--- config.mk ---
export PLATFORM = sky130hd
export DESIGN_NAME = sriex_alu
export DESIGN_NICKNAME = d
export VERILOG_FILES = /design/src/hw/rtl/sriex_pkg.sv /design/src/hw/rtl/sriex_alu.sv
export SDC_FILE = /design/constraint.sdc
export NUM_CORES = 2
export LEC_CHECK = 0
export ABC_AREA = 1
export BUFFER_PORTS_ARGS = -buffer_cell sky130_fd_sc_hd__buf_2
export CAP_MARGIN = 20
export CORE_AREA = 2 2 252 254
export DETAILED_ROUTE_END_ITERATION = 6
export DIE_AREA = 0 0 254 256
export GPL_TIMING_DRIVEN = 0
export MAX_ROUTING_LAYER = met4
export SYNTH_ARGS = -nofsm -noshare
export SYNTH_HDL_FRONTEND = slang
export SYNTH_SLANG_ARGS = --single-unit
--- constraint.sdc ---
create_clock -name vclk -period 8.1
set_input_delay 0.81 -clock vclk [all_inputs]
set_output_delay 0.81 -clock vclk [all_outputs]
set_load 0.05 [all_outputs]
--- src/hw/rtl/sriex_pkg.sv ---
`default_nettype none
// ----------------------------------------------------------------------------
// sriex_pkg
// Shared types and constants for the small RISC instruction executor.
// ----------------------------------------------------------------------------
package sriex_pkg;

    localparam logic [31:0] PC_RESET = 32'h4000_0000;
    localparam logic [31:0] SIGN_BIT = 32'h8000_0000;
    localparam logic [31:0] INT_CAUSE = 32'd4;

    typedef enum logic [1:0] {
        CMD_WRITE = 2'd0,
        CMD_STEP  = 2'd1,
        CMD_READ  = 2'd2,
        CMD_NOP   = 2'd3
    } cmd_t;

    typedef enum logic [1:0] {
        RUN_OK   = 2'd0,
        RUN_HALT = 2'd1,
        RUN_BAD  = 2'd2
    } run_t;

    typedef enum logic [3:0] {
        OP_HALT  = 4'd0,
        OP_INT   = 4'd1,
        OP_CALL  = 4'd2,
        OP_JUMP  = 4'd3,
        OP_XCHG  = 4'd4,
        OP_ARITH = 4'd5,
        OP_LOGIC = 4'd6,
        OP_SHIFT = 4'd7,
        OP_STORE = 4'd8,
        OP_LOAD  = 4'd9
    } op_t;

    // ALU operations of the shared unit
    typedef enum logic [3:0] {
        ALU_ADD, ALU_SUB, ALU_MUL, ALU_NOT, ALU_AND, ALU_OR, ALU_XOR,
        ALU_SHL, ALU_SAR
    } alu_op_t;

    typedef enum logic [4:0] {
        ST_IDLE, ST_RESP, ST_FETCH, ST_DECODE, ST_EXEC, ST_ADDR2, ST_RD,
        ST_RDDONE, ST_WR, ST_DIV, ST_DIVEND, ST_PUSH2, ST_DONE
    } state_t;

    typedef struct packed {
        logic        start;
        logic [31:0] dividend;
        logic [31:0] divisor;
    } div_req_t;

    typedef struct packed {
        logic        busy;
        logic        done;
        logic [31:0] quotient;
    } div_rsp_t;

endpackage
`default_nettype wire

--- src/hw/rtl/sriex_alu.sv ---
`default_nettype none
// ----------------------------------------------------------------------------
// sriex_alu
// Shared combinational unit: add, subtract, multiply, logic and shifts.
// ----------------------------------------------------------------------------
module sriex_alu (
    input  wire sriex_pkg::alu_op_t op,
    input  wire logic [31:0]        a,
    input  wire logic [31:0]        b,
    output logic [31:0]             y
);
    import sriex_pkg::*;

    logic big;
    assign big = |b[31:5];

    always_comb begin
        case (op)
            ALU_ADD: y = a + b;
            ALU_SUB: y = a - b;
            ALU_MUL: y = a * b;
            ALU_NOT: y = ~a;
            ALU_AND: y = a & b;
            ALU_OR:  y = a | b;
            ALU_XOR: y = a ^ b;
            ALU_SHL: y = big ? 32'd0 : (a << b[4:0]);
            ALU_SAR: y = big ? {32{a[31]}} : 32'($signed(a) >>> b[4:0]);
            default: y = a;
        endcase
    end
endmodule
`default_nettype wire

# Yosys cells after proc, flatten, opt, wreduce, memory -nomap -nowiden
# Cells that the tools add are included.
# Widths: inputs -> output; s select.
# classes
bitwise_logic	4
mul	1
n_addsub	2
shifts	2
reduce_logical	2
n_eq_ne	8
muxes	3
# ops
operator	count
$pmux 32 s9	1
$mux 32	2
$add 32x32->32	1
$and 32x32->32	1
$mul 32x32->32	1
$not 32->32	1
$or 32x32->32	1
$shl 32x5->32	1
$sshr 32x5->32	1
$sub 32x32->32	1
$xor 32x32->32	1
$reduce_or 27->1	1
$eq 4x3->1 const B	4
$eq 4x2->1 const B	2
$eq 4x1->1 const B	1
$eq 4x4->1 const B	1
$logic_not 4->1	1
# totals
output_inout_bits	32
regBits	0
input_bits	68

# Logic depth before layout (Yosys ltp)
# depth
ltp_word	3
depth_mapped	42

# Least setup slack after synthesis
# OpenSTA, ideal clock, no wires.
# synth_timing
kind	input-to-output
from	input port b[2]
to	output port y[24]
path_buffers	6
t_arrival_ps	8301
cell_stages	29
path_slack_ps	-1011
cell_sequence	buf_6 clkbuf_1 buf_2 buf_2 buf_2 buf_1 nand2_1 inv_1 fa_1 inv_1 fa_1 fa_1 fa_1 inv_1 fa_1 inv_1 fa_1 inv_1 fa_1 fa_1 ha_1 nand2_1 nor4_1 nand4_1 nand3_1 nand3_1 nand2_1 o21ai_0 a41oi_1
# synth_between
elab_chain_cells	3
word_cells_on_any_way	8
classes_between	add/sub (2); mul (1); shift (2); mux (3)
# synth_lines
element	line	rtl
from (decl)	sriex_alu.sv:9	input wire logic [31:0] b,
parallel branches: the longest is 2 deep, another holds $mul 32x32->32	n/a	
$pmux 32 s9 *	sriex_alu.sv:18	case (op)
to (decl)	sriex_alu.sv:10	output logic [31:0] y
# Every way passes the cells marked *.

# Final worst setup path
# layout_timing
from	input port a[18]
to	output port y[30]
# layout_between
elab_chain_cells	3
word_cells_on_any_way	8
classes_between	add/sub (2); mul (1); shift (2); mux (3)
# layout_lines
element	line	rtl
from (decl)	sriex_alu.sv:8	input wire logic [31:0] a,
parallel branches: the longest is 2 deep, another holds $mul 32x32->32	n/a	
$pmux 32 s9 *	sriex_alu.sv:18	
# Marks and branches as above.

==> impl_metrics.tcl <==
set metrics [dict create \
    coreArea_um2 62400 \
    placementRows 92 \
    yosysWarningCount 0 \
    cp_max_fo 5 \
    track_usage_pct 39.9 \
    yosysUniqueCellTypes 62 \
    cp-end-kind "output pin" \
    fin_nets 4654 \
    nFlopsAndLatches 0 \
    tns_ns -2.63 \
    grt_overflow 0 \
    first_pass_iters 7 \
    layout.cells.non_filler 4804 \
    vias 26900 \
    routed_wl_um 130000 \
    ant_nets 0 \
    tightest_slew_ns 1.41 \
    period_minus_slack_ns 8.41 \
    min-delay-start "a[29]" \
    synth_top_area_cell "fa_1" \
    grt_setup_unrepaired "true" \
    worstHoldPathType "input pin to output pin" \
    grt_pass1_wl_um 179000 \
    drcViolationCount 13 \
    portBuffers 100 \
    critPathLaunch "a[18]" \
    setup_violations 12 \
    setup_slack_ns -0.310 \
    syn_avg_cell_area_um2 6.60 \
    drive_gt1_share_pct 16.6 \
    yosys-top-cells-area "fa_1 33%, nand2_1 16%, inv_1 14%" \
    synthCells 3743 \
    min_path_cells 4 \
    place_inst 4694 \
    wl_per_cell_um 27.0 \
    violations "DRC, setup timing" \
    final_core_util_pct 48.6 \
    critical_path_class "input pin to output pin" \
    n_fill_cell 6529 \
    synth_top_area_share_pct 33.1 \
    required_ns 7.29 \
    synth_nets 4440 \
    cp-start-kind "input pin" \
    io_pins 100 \
    place_hpwl_um 106000 \
    die_height_um 256 \
    cts_hold_buf 0 \
    hold_slack_ns 2.25 \
    dieArea_um2 65000 \
    hold_viol 0 \
    outcome "finished, violations left" \
    nClkBuffers 0 \
    area_delta_synth_final_pct 22.7 \
    drtIter0Drc 3043 \
    drv_cap 0 \
    vias_per_cell 5.59 \
    initial_core_util_pct 39.6 \
    drv_slew 0 \
    grt_max_degree 19 \
    register_area_um2 0 \
    antenna_found_initial 3 \
    die_w_um 254 \
    ys_seq_area_share_pct 0 \
    max_freq_ghz 0.119 \
    crit_arrival_ns 7.60 \
    synthesis.area_um2 24700 \
    gp_congestion 1.09 \
    max_slew_margin_pct 6.29 \
    grt_pass1_vias 25600 \
    post-route-period-util_pct 104 \
]
[final cells by class]
type	instances	area (um^2)	area share [%]
inverter	945	3570	11.8
buffer	172	1950	6.44
timing repair buffer	232	2120	7.00
antenna	3	7.51	0.0248
tap	846	1060	3.49
multi-input combinational	2606	21600	71.3
[stage by stage]
| stage | instance area [um^2] | setup slack, ns |
|---|---|---|
| floorplan | 25000 | -0.0782 |
| global placement | 26500 | -2.50 |
| detailed placement | 26700 | -2.47 |
| CTS | 28700 | -0.315 |
| global route | 30300 | -0.440 |
| finish | 30300 | -0.310 |
[placed cells by master, fill, tap and decap left out, types with 28 or more instances in the layout]
master,n
buf_2,81
nor2_1,119
buf_6,42
nand2_1,986
clkbuf_1,44
o21ai_0,200
xor2_1,40
fa_2,35
nand3_1,88
nand2_2,28
a21oi_1,140
ha_1,194
inv_2,49
buf_12,44
inv_1,885
buf_4,126
fa_1,374
[worst paths after layout]
kind    end
max   y[30]
min   y[29]
[routing by layer]
layer  wire length, um  global-route usage (%)
met2             55200                    58.7
met3             13300                    6.23
met4             10300                    23.0
met1             51000                    51.9
met5                 0                       -
[worst max-delay path, stage by stage]
cell	delay, ns
buf_4	0.14
buf_12	0.14
buf_12	0.13
nand2_2	0.07
inv_2	0.04
fa_1	0.55
inv_1	0.06
fa_1	0.50
fa_2	0.47
fa_1	0.53
inv_2	0.04
fa_1	0.54
fa_1	0.45
fa_1	0.56
fa_2	0.50
ha_4	0.36
nand2_4	0.09
nor4_4	0.37
buf_4	0.19
nand4_1	0.17
a21oi_2	0.21
o21ai_2	0.10
nor2_2	0.24
nand3_4	0.13
buf_8	0.19
[cells by family after synthesis]
| group | count (synthesis) | share of synthesized area, % |
|---|---|---|
| simple gates | 1343 | 22.0 |
| xor+xnor | 50 | 1.77 |
| buf+inv | 1137 | 17.9 |
| compound gates | 571 | 13.6 |
| mux | 13 | 0.527 |
| fa+ha+maj | 629 | 44.3 |
[what timing repair did]
item	4_1_cts	5_1_grt
setup endpoints to repair	24	22
gates resized for setup	507	293
cloned	2	10
pin swaps	79	114
buffers inserted	48	68
[Yosys cell counts, types with 7 or more instances]
library cell / number
nand2_1: 1021
inv_1: 927
fa_1: 409
o21ai_0: 223
ha_1: 220
a21oi_1: 166
nor2_1: 132
nand3_1: 101
clkbuf_1: 92
buf_2: 47
buf_1: 42
xor2_1: 41
nor3_1: 24
a221oi_1: 18
a31oi_1: 18
o211ai_1: 18
o221ai_1: 18
o21ai_1: 17
nand4_1: 16
o2111ai_1: 15
o22ai_1: 15
mux2i_1: 13
or2_2: 11
inv_2: 9
o21a_1: 9
xnor2_1: 9
a41oi_1: 8
nor4_1: 8
nand3b_1: 7
nor2_2: 7
