--- src/hw/rtl/sriex_pkg.sv ---
`default_nettype none
// ----------------------------------------------------------------------------
// sriex_pkg
// Shared types and constants for the small RISC instruction executor.
// ----------------------------------------------------------------------------
package sriex_pkg;

    localparam logic [31:0] PC_RESET = 32'h4000_0000;
    localparam logic [31:0] SIGN_BIT = 32'h8000_0000;
    localparam logic [31:0] INT_CAUSE = 32'd4;

    typedef enum logic [1:0] {
        CMD_WRITE = 2'd0,
        CMD_STEP  = 2'd1,
        CMD_READ  = 2'd2,
        CMD_NOP   = 2'd3
    } cmd_t;

    typedef enum logic [1:0] {
        RUN_OK   = 2'd0,
        RUN_HALT = 2'd1,
        RUN_BAD  = 2'd2
    } run_t;

    typedef enum logic [3:0] {
        OP_HALT  = 4'd0,
        OP_INT   = 4'd1,
        OP_CALL  = 4'd2,
        OP_JUMP  = 4'd3,
        OP_XCHG  = 4'd4,
        OP_ARITH = 4'd5,
        OP_LOGIC = 4'd6,
        OP_SHIFT = 4'd7,
        OP_STORE = 4'd8,
        OP_LOAD  = 4'd9
    } op_t;

    // ALU operations of the shared unit
    typedef enum logic [3:0] {
        ALU_ADD, ALU_SUB, ALU_MUL, ALU_NOT, ALU_AND, ALU_OR, ALU_XOR,
        ALU_SHL, ALU_SAR
    } alu_op_t;

    typedef enum logic [4:0] {
        ST_IDLE, ST_RESP, ST_FETCH, ST_DECODE, ST_EXEC, ST_ADDR2, ST_RD,
        ST_RDDONE, ST_WR, ST_DIV, ST_DIVEND, ST_PUSH2, ST_DONE
    } state_t;

    typedef struct packed {
        logic        start;
        logic [31:0] dividend;
        logic [31:0] divisor;
    } div_req_t;

    typedef struct packed {
        logic        busy;
        logic        done;
        logic [31:0] quotient;
    } div_rsp_t;

endpackage
`default_nettype wire

--- src/hw/rtl/sriex_div.sv ---
`default_nettype none
// ----------------------------------------------------------------------------
// sriex_div
// Signed 32-bit divider, restoring, one quotient bit per cycle.
// ----------------------------------------------------------------------------
module sriex_div (
    input  wire logic                aclk,
    input  wire logic                aresetn,
    input  wire sriex_pkg::div_req_t req,
    output sriex_pkg::div_rsp_t      rsp
);
    import sriex_pkg::*;

    logic [31:0] rem_reg, rem_next, quo_reg, quo_next, dvs_reg, dvs_next;
    logic [5:0]  cnt_reg, cnt_next;
    logic        neg_reg, neg_next, zero_reg, zero_next, busy_reg, busy_next;
    logic        done_reg, done_next;
    logic [32:0] trial;
    logic [31:0] ua, ub;

    assign ua = req.dividend[31] ? -req.dividend : req.dividend;
    assign ub = req.divisor[31] ? -req.divisor : req.divisor;
    assign trial = {rem_reg, quo_reg[31]} - {1'b0, dvs_reg};

    always_comb begin
        rem_next = rem_reg; quo_next = quo_reg; dvs_next = dvs_reg;
        cnt_next = cnt_reg; neg_next = neg_reg; zero_next = zero_reg;
        busy_next = busy_reg; done_next = 1'b0;
        if (req.start) begin
            rem_next = '0; quo_next = ua; dvs_next = ub; cnt_next = 6'd32;
            neg_next = req.dividend[31] ^ req.divisor[31];
            zero_next = (req.divisor == '0);
            busy_next = 1'b1;
        end else if (busy_reg) begin
            if (trial[32]) begin
                rem_next = {rem_reg[30:0], quo_reg[31]};
                quo_next = {quo_reg[30:0], 1'b0};
            end else begin
                rem_next = trial[31:0];
                quo_next = {quo_reg[30:0], 1'b1};
            end
            cnt_next = cnt_reg - 6'd1;
            if (cnt_reg == 6'd1) begin
                busy_next = 1'b0;
                done_next = 1'b1;
            end
        end
    end

    always_ff @(posedge aclk) begin
        if (!aresetn) begin
            busy_reg <= 1'b0;
            done_reg <= 1'b0;
            cnt_reg  <= '0;
        end else begin
            busy_reg <= busy_next;
            done_reg <= done_next;
            cnt_reg  <= cnt_next;
        end
        rem_reg <= rem_next; quo_reg <= quo_next; dvs_reg <= dvs_next;
        neg_reg <= neg_next; zero_reg <= zero_next;
    end

    assign rsp.busy = busy_reg;
    assign rsp.done = done_reg;
    assign rsp.quotient = zero_reg ? 32'hFFFF_FFFF : (neg_reg ? -quo_reg : quo_reg);
endmodule
`default_nettype wire

--- config.mk ---
export PLATFORM = sky130hd
export DESIGN_NAME = sriex_div
export DESIGN_NICKNAME = d
export VERILOG_FILES = /design/src/hw/rtl/sriex_pkg.sv /design/src/hw/rtl/sriex_div.sv
export SDC_FILE = /design/constraint.sdc
export NUM_CORES = 1
export LEC_CHECK = 0
export BUFFER_PORTS_ARGS = -buffer_cell sky130_fd_sc_hd__clkbuf_2
export CAP_MARGIN = 0
export CORE_UTILIZATION = 30
export CTS_BUF_LIST = sky130_fd_sc_hd__clkbuf_8
export DETAILED_ROUTE_END_ITERATION = 10
export HOLD_SLACK_MARGIN = 0.06
export RECOVER_POWER = 50
export SETUP_SLACK_MARGIN = 0.5
export SLEW_MARGIN = 20
export SYNTH_ARGS = -nofsm -noshare
export SYNTH_HDL_FRONTEND = slang
export SYNTH_SLANG_ARGS = --single-unit
export TNS_END_PERCENT = 20
--- constraint.sdc ---
create_clock -name aclk -period 3.4 [get_ports aclk]
set_input_delay 0 -clock aclk [delete_from_list [all_inputs] [get_ports aclk]]
set_output_delay 0 -clock aclk [all_outputs]
set_load 0.05 [all_outputs]
Word-level counts from Yosys, hierarchy flattened
Cells that the tools add are included.

Flip-flop bits (word level): 106. Output and inout port bits: 34. Word-level logic and storage cells: 37.

$add $sub $neg: 5. Equal/unequal tests: 1. Muxes and demuxes: 14. Bitwise logic cells: 3. Reduce and logical (&&, ||, !) cells: 4.

Operators by type and width (count): 32-bit 2-to-1 mux (6); 32-bit negator (3); 33-bit by 32-bit subtractor with 33-bit output (1); 32-bit logical NOT (1); 31-bit 2-to-1 mux (1); 6-bit 2-to-1 mux (2); 6-bit by 1-bit equality test with 1-bit output, second input constant (1); 6-bit by 1-bit subtractor with 6-bit output, second input constant (1); 1-bit 2-to-1 mux (5); 3-bit OR reduction (1); 1-bit inverter (2); 2-bit nonzero test (1); 2-bit OR reduction (1); 1-bit XOR (1).

Depth between registers and ports, before layout
Depth after elaboration: 4. Depth in mapped cells: 13.

Worst setup path before layout
OpenSTA, ideal clock, no wires.

Kind: flip-flop to flip-flop. Start: register quo_reg[31]. End: register rem_reg[21]. Setup time: 0.091 ns. Arrival: 3.004 ns. Setup slack: 0.305 ns. Stages on the path, launching flop included: 13. Clock period less this slack: 3.095 ns. Cells stage by stage: edfxtp_1 > inv_1 > ha_1 > fa_1 > nand2b_1 > a21o_1 > a211o_1 > a21o_1 > nor4b_2 > o21ba_2 > buf_2 > or4b_1 > a311oi_1.

Cells in the longest elaborated chain, start to end: 2.

Ends and longest elaborated chain: start: declaration (RTL line sriex_div.sv:14) `logic [31:0] rem_reg, rem_next, quo_reg, quo_next, dvs_reg, dvs_next;`; start signal: assignment (RTL line sriex_div.sv:60) `rem_reg <= rem_next; quo_reg <= quo_next; dvs_reg <= dvs_next;`; 33-bit by 32-bit subtractor with 33-bit output (RTL line sriex_div.sv:23) `assign trial = {rem_reg, quo_reg[31]} - {1'b0, dvs_reg};`; 32-bit 2-to-1 mux (RTL line sriex_div.sv:35) `if (trial[32]) begin`; end signal: assignment (RTL line sriex_div.sv:60); end: declaration (RTL line sriex_div.sv:14).

Every way passes these cells. A chain may end at the register's enable or synchronous reset.

Final worst setup path
Ends and elaborated chain as after synthesis.

==> results.tsv <==
stage	metric	value	unit
critical_path	critPathMaxStageDelay	520	ps
clock_tree	cts.path.max_buffers	2	
die	row_count	60	
die	io_pins	101	
yosys	yosys_warnings	0	
final_layout	fillers	2695	
run_status	status	finished, violations left	
run_status	violations	capacitance limit, slew limit	
hold_path	worst_hold_path_type	in -> reg	
place	io_buffer_count	100	
clock_tree	clk_pin_slew_worst_paths	100	ps
routing	vias	7983	
final_layout	layout.nets	1265	
yosys	yosysMostFrequentCell	nand2_1	
clock_tree	cts.sinks	106	
yosys	synth_area	8260	um^2
critical_path	r2r-end	rem_reg[21]	
clock_tree	clk_latency	400	ps
die	die_h	168	um
critical_path	critPathMaxFanout	4	
die	die_x	168	um
yosys	synthTopCellsByArea	edfxtp_1 24%, dfxtp_1 9.7%, xor2_1 6.2%	
global_routing	grt_max_degree	59	
routing	via_per_inst	5.30	
global_routing	grt_usage	16.6	%
routing	drtIter0Drc	670	
critical_path	crit_end	rem_reg[21]	
sta	setup_viol	0	
sta	slew_viol_final	147	
global_routing	grt_pass1_vias	7523	
yosys	synth-seq-cells	106	
sta	finalHoldViolCount	0	
routing	wirelength	23700	um
global_routing	antenna_found_initial	0	
yosys	synth-async-reset-ratio	0	%
place	hpwl	16900	um
sta	fmax	321	MHz
sta	worst_slack	280	ps
critical_path	worstPathCellList	inv_2 -> ha_4 -> fa_2 -> nand2b_4 -> a21o_1 -> a211o_1 -> a21o_1 -> nor4b_4 -> buf_4 -> o21ba_4 -> or4b_1 -> a311oi_2	
critical_path	cp_data_arrival_time	3420	ps
final_layout	num_antenna_cells	0	
critical_path	rr_worst_depth	12	
place	dp_slack	180	ps
yosys	syn-num-nets	1090	
die	core_area	27000	um^2
sta	skew	12.0	ps
clock_tree	cts_tree	built	
critical_path	reg2reg_slack	280	ps
yosys	synth_top_cell_area_share	24.0	%
routing	drt_first_pass_iters	5	
routing	wl_per_cell	15.7	um
yosys	syn_inst	985	
yosys	postSynthAreaPerCell	8.38	um^2
flow_run	cap_violations	4	
critical_path	path_class	reg -> reg	
pwr	power.leakage	4.22	nW
routing	ant_nets	0	
yosys	synth_edf_count	66	
critical_path	cp_slowest_cell	or4b_1	
critical_path	rr_startpoint	quo_reg[31]	
pwr	p_per_area	378	nW/um^2
global_routing	grt_overflow	0	
die	start_util	30.6	%
sta	worst_pin_slew	1940	ps
sta	min_period	3120	ps
sta	tns	0	ps
yosys	yosysSeqAreaShare	33.7	%
die	die-area	28200	um^2
yosys	synth-main-ff-cell	edfxtp_1	
clock_tree	ctsHtreeMaxLevel	3	
clock_tree	cts_root_buf	clkbuf_8	
routing	drc_errors	0	
yosys	synth_top_area_cell	edfxtp_1	
critical_path	crit_path_start_kind	flop	
critical_path	crit_path_start	quo_reg[31]	
global_routing	grt_pass1_wl	37900	um
pwr	vdd_ir_drop_max	0.000162	V
sta	rsz0062_at_grt	true	
clock_tree	numCtsBuffers	9	
final_layout	synthToLayoutAreaGrowth	28.3	%
sta	post-route-period-util	91.8	%
critical_path	cp.required	3700	ps
critical_path	endpoint_kind	flop	
critical_path	cp_common_cell	a21o_1	
place	place.gp.congestion	0.899	
final_layout	drive_above_1_share	18.8	%
yosys	synth_common_cells	96 x nand2_1, 89 x nor2_1, 73 x o21ai_0	
sta	slew_headroom	-29.2	%
yosys	synth.distinct_cells	74	
-- per-stage QoR --
stage	utilization, %	hold slack, ps	std cells	area [um^2]	total power, mW
floorplan	-	98.9	985	8270	2.62
global placement	33.9	237	1392	9150	2.98
detailed placement	33.9	247	1392	9150	2.99
CTS	38.4	69.2	1493	10300	3.94
global route	39.3	90.8	1506	10600	4.24
finish	39.3	87.4	1506	10600	4.01
-- report_power, final --
part	internal (mW)	switching, mW
Combinational	0.635	0.932
Clock	0.340	0.464
Sequential	1.51	0.123
Total	2.49	1.52
-- worst max-delay path, delay by kind of cell (launching register included) --
kind / cells / cell delay, ps
adder cells (fa/ha/maj): 2 / 490
buffers and inverters: 2 / 210
flip-flops: 1 / 390
AND/OR/NAND/NOR: 3 / 820
AO/OA/AOI/OAI: 5 / 1120
-- cells by family (layout without fill, tap and decap cells) --
kind of cell	after synthesis	after routing	synth area share, %
flops	106	106	33.7
simple gates	346	346	21.3
mux	1	1	0.121
buf+inv	108	288	5.11
compound gates	279	279	22.6
fa+ha+maj	38	38	5.85
xor+xnor	107	107	11.4
-- cell type report --
class	instances	area, um^2	share of cell area (%)
Multi-Input combinational cell	771	5330	50.3
Timing Repair Buffer	217	1660	15.7
Clock inverter	7	67.6	0.638
Inverter	55	206	1.95
Clock buffer	9	124	1.17
Sequential cell	106	2780	26.3
Tap cell	341	427	4.03
-- repair_timing --
item,CTS,global route
hold buffers,65,0
setup endpoints to repair,46,52
hold endpoints to repair,65,0
pin swaps,16,20
buffers inserted,20,12
resized for setup,43,45
-- cell usage in the layout (no fill, tap or decap), types with 8 or more instances in the layout --
cell type	instances
clkbuf_8	12
o41ai_1	10
edfxtp_1	66
dlygate4sd3_1	65
buf_6	9
clkbuf_2	86
a311oi_1	21
and3_1	15
nand2_1	95
a21o_1	12
nand4_1	11
buf_4	39
inv_1	52
dfxtp_1	40
or3_1	9
nand2b_1	12
nand3_1	26
xor2_1	58
o31ai_1	20
o21ai_0	70
xnor2_1	49
o211ai_1	12
nor3_1	18
a21oi_1	66
ha_1	32
nor2_1	88
clkbuf_1	8
-- per-layer routing --
| metal | part of all wire (%) | GRT usage (%) |
|---|---|---|
| met3 | 5.3 | 2.49 |
| met4 | 1.1 | 3.55 |
| met2 | 46 | 27.0 |
| met5 | 0 | 0 |
| met1 | 48 | 23.0 |
-- worst min path at each step --
stage	start	end	slack, ps	depth (start not counted)
floorplan	req[0]	dvs_reg[0]	100	0
CTS	req[57]	quo_reg[25]	70	3
global route	req[50]	quo_reg[18]	90	3
finish	req[56]	quo_reg[24]	90	3
detailed placement	aresetn	cnt_reg[5]	250	2
global placement	aresetn	cnt_reg[5]	240	2
Note: power is estimated with default switching activity, not from simulation.
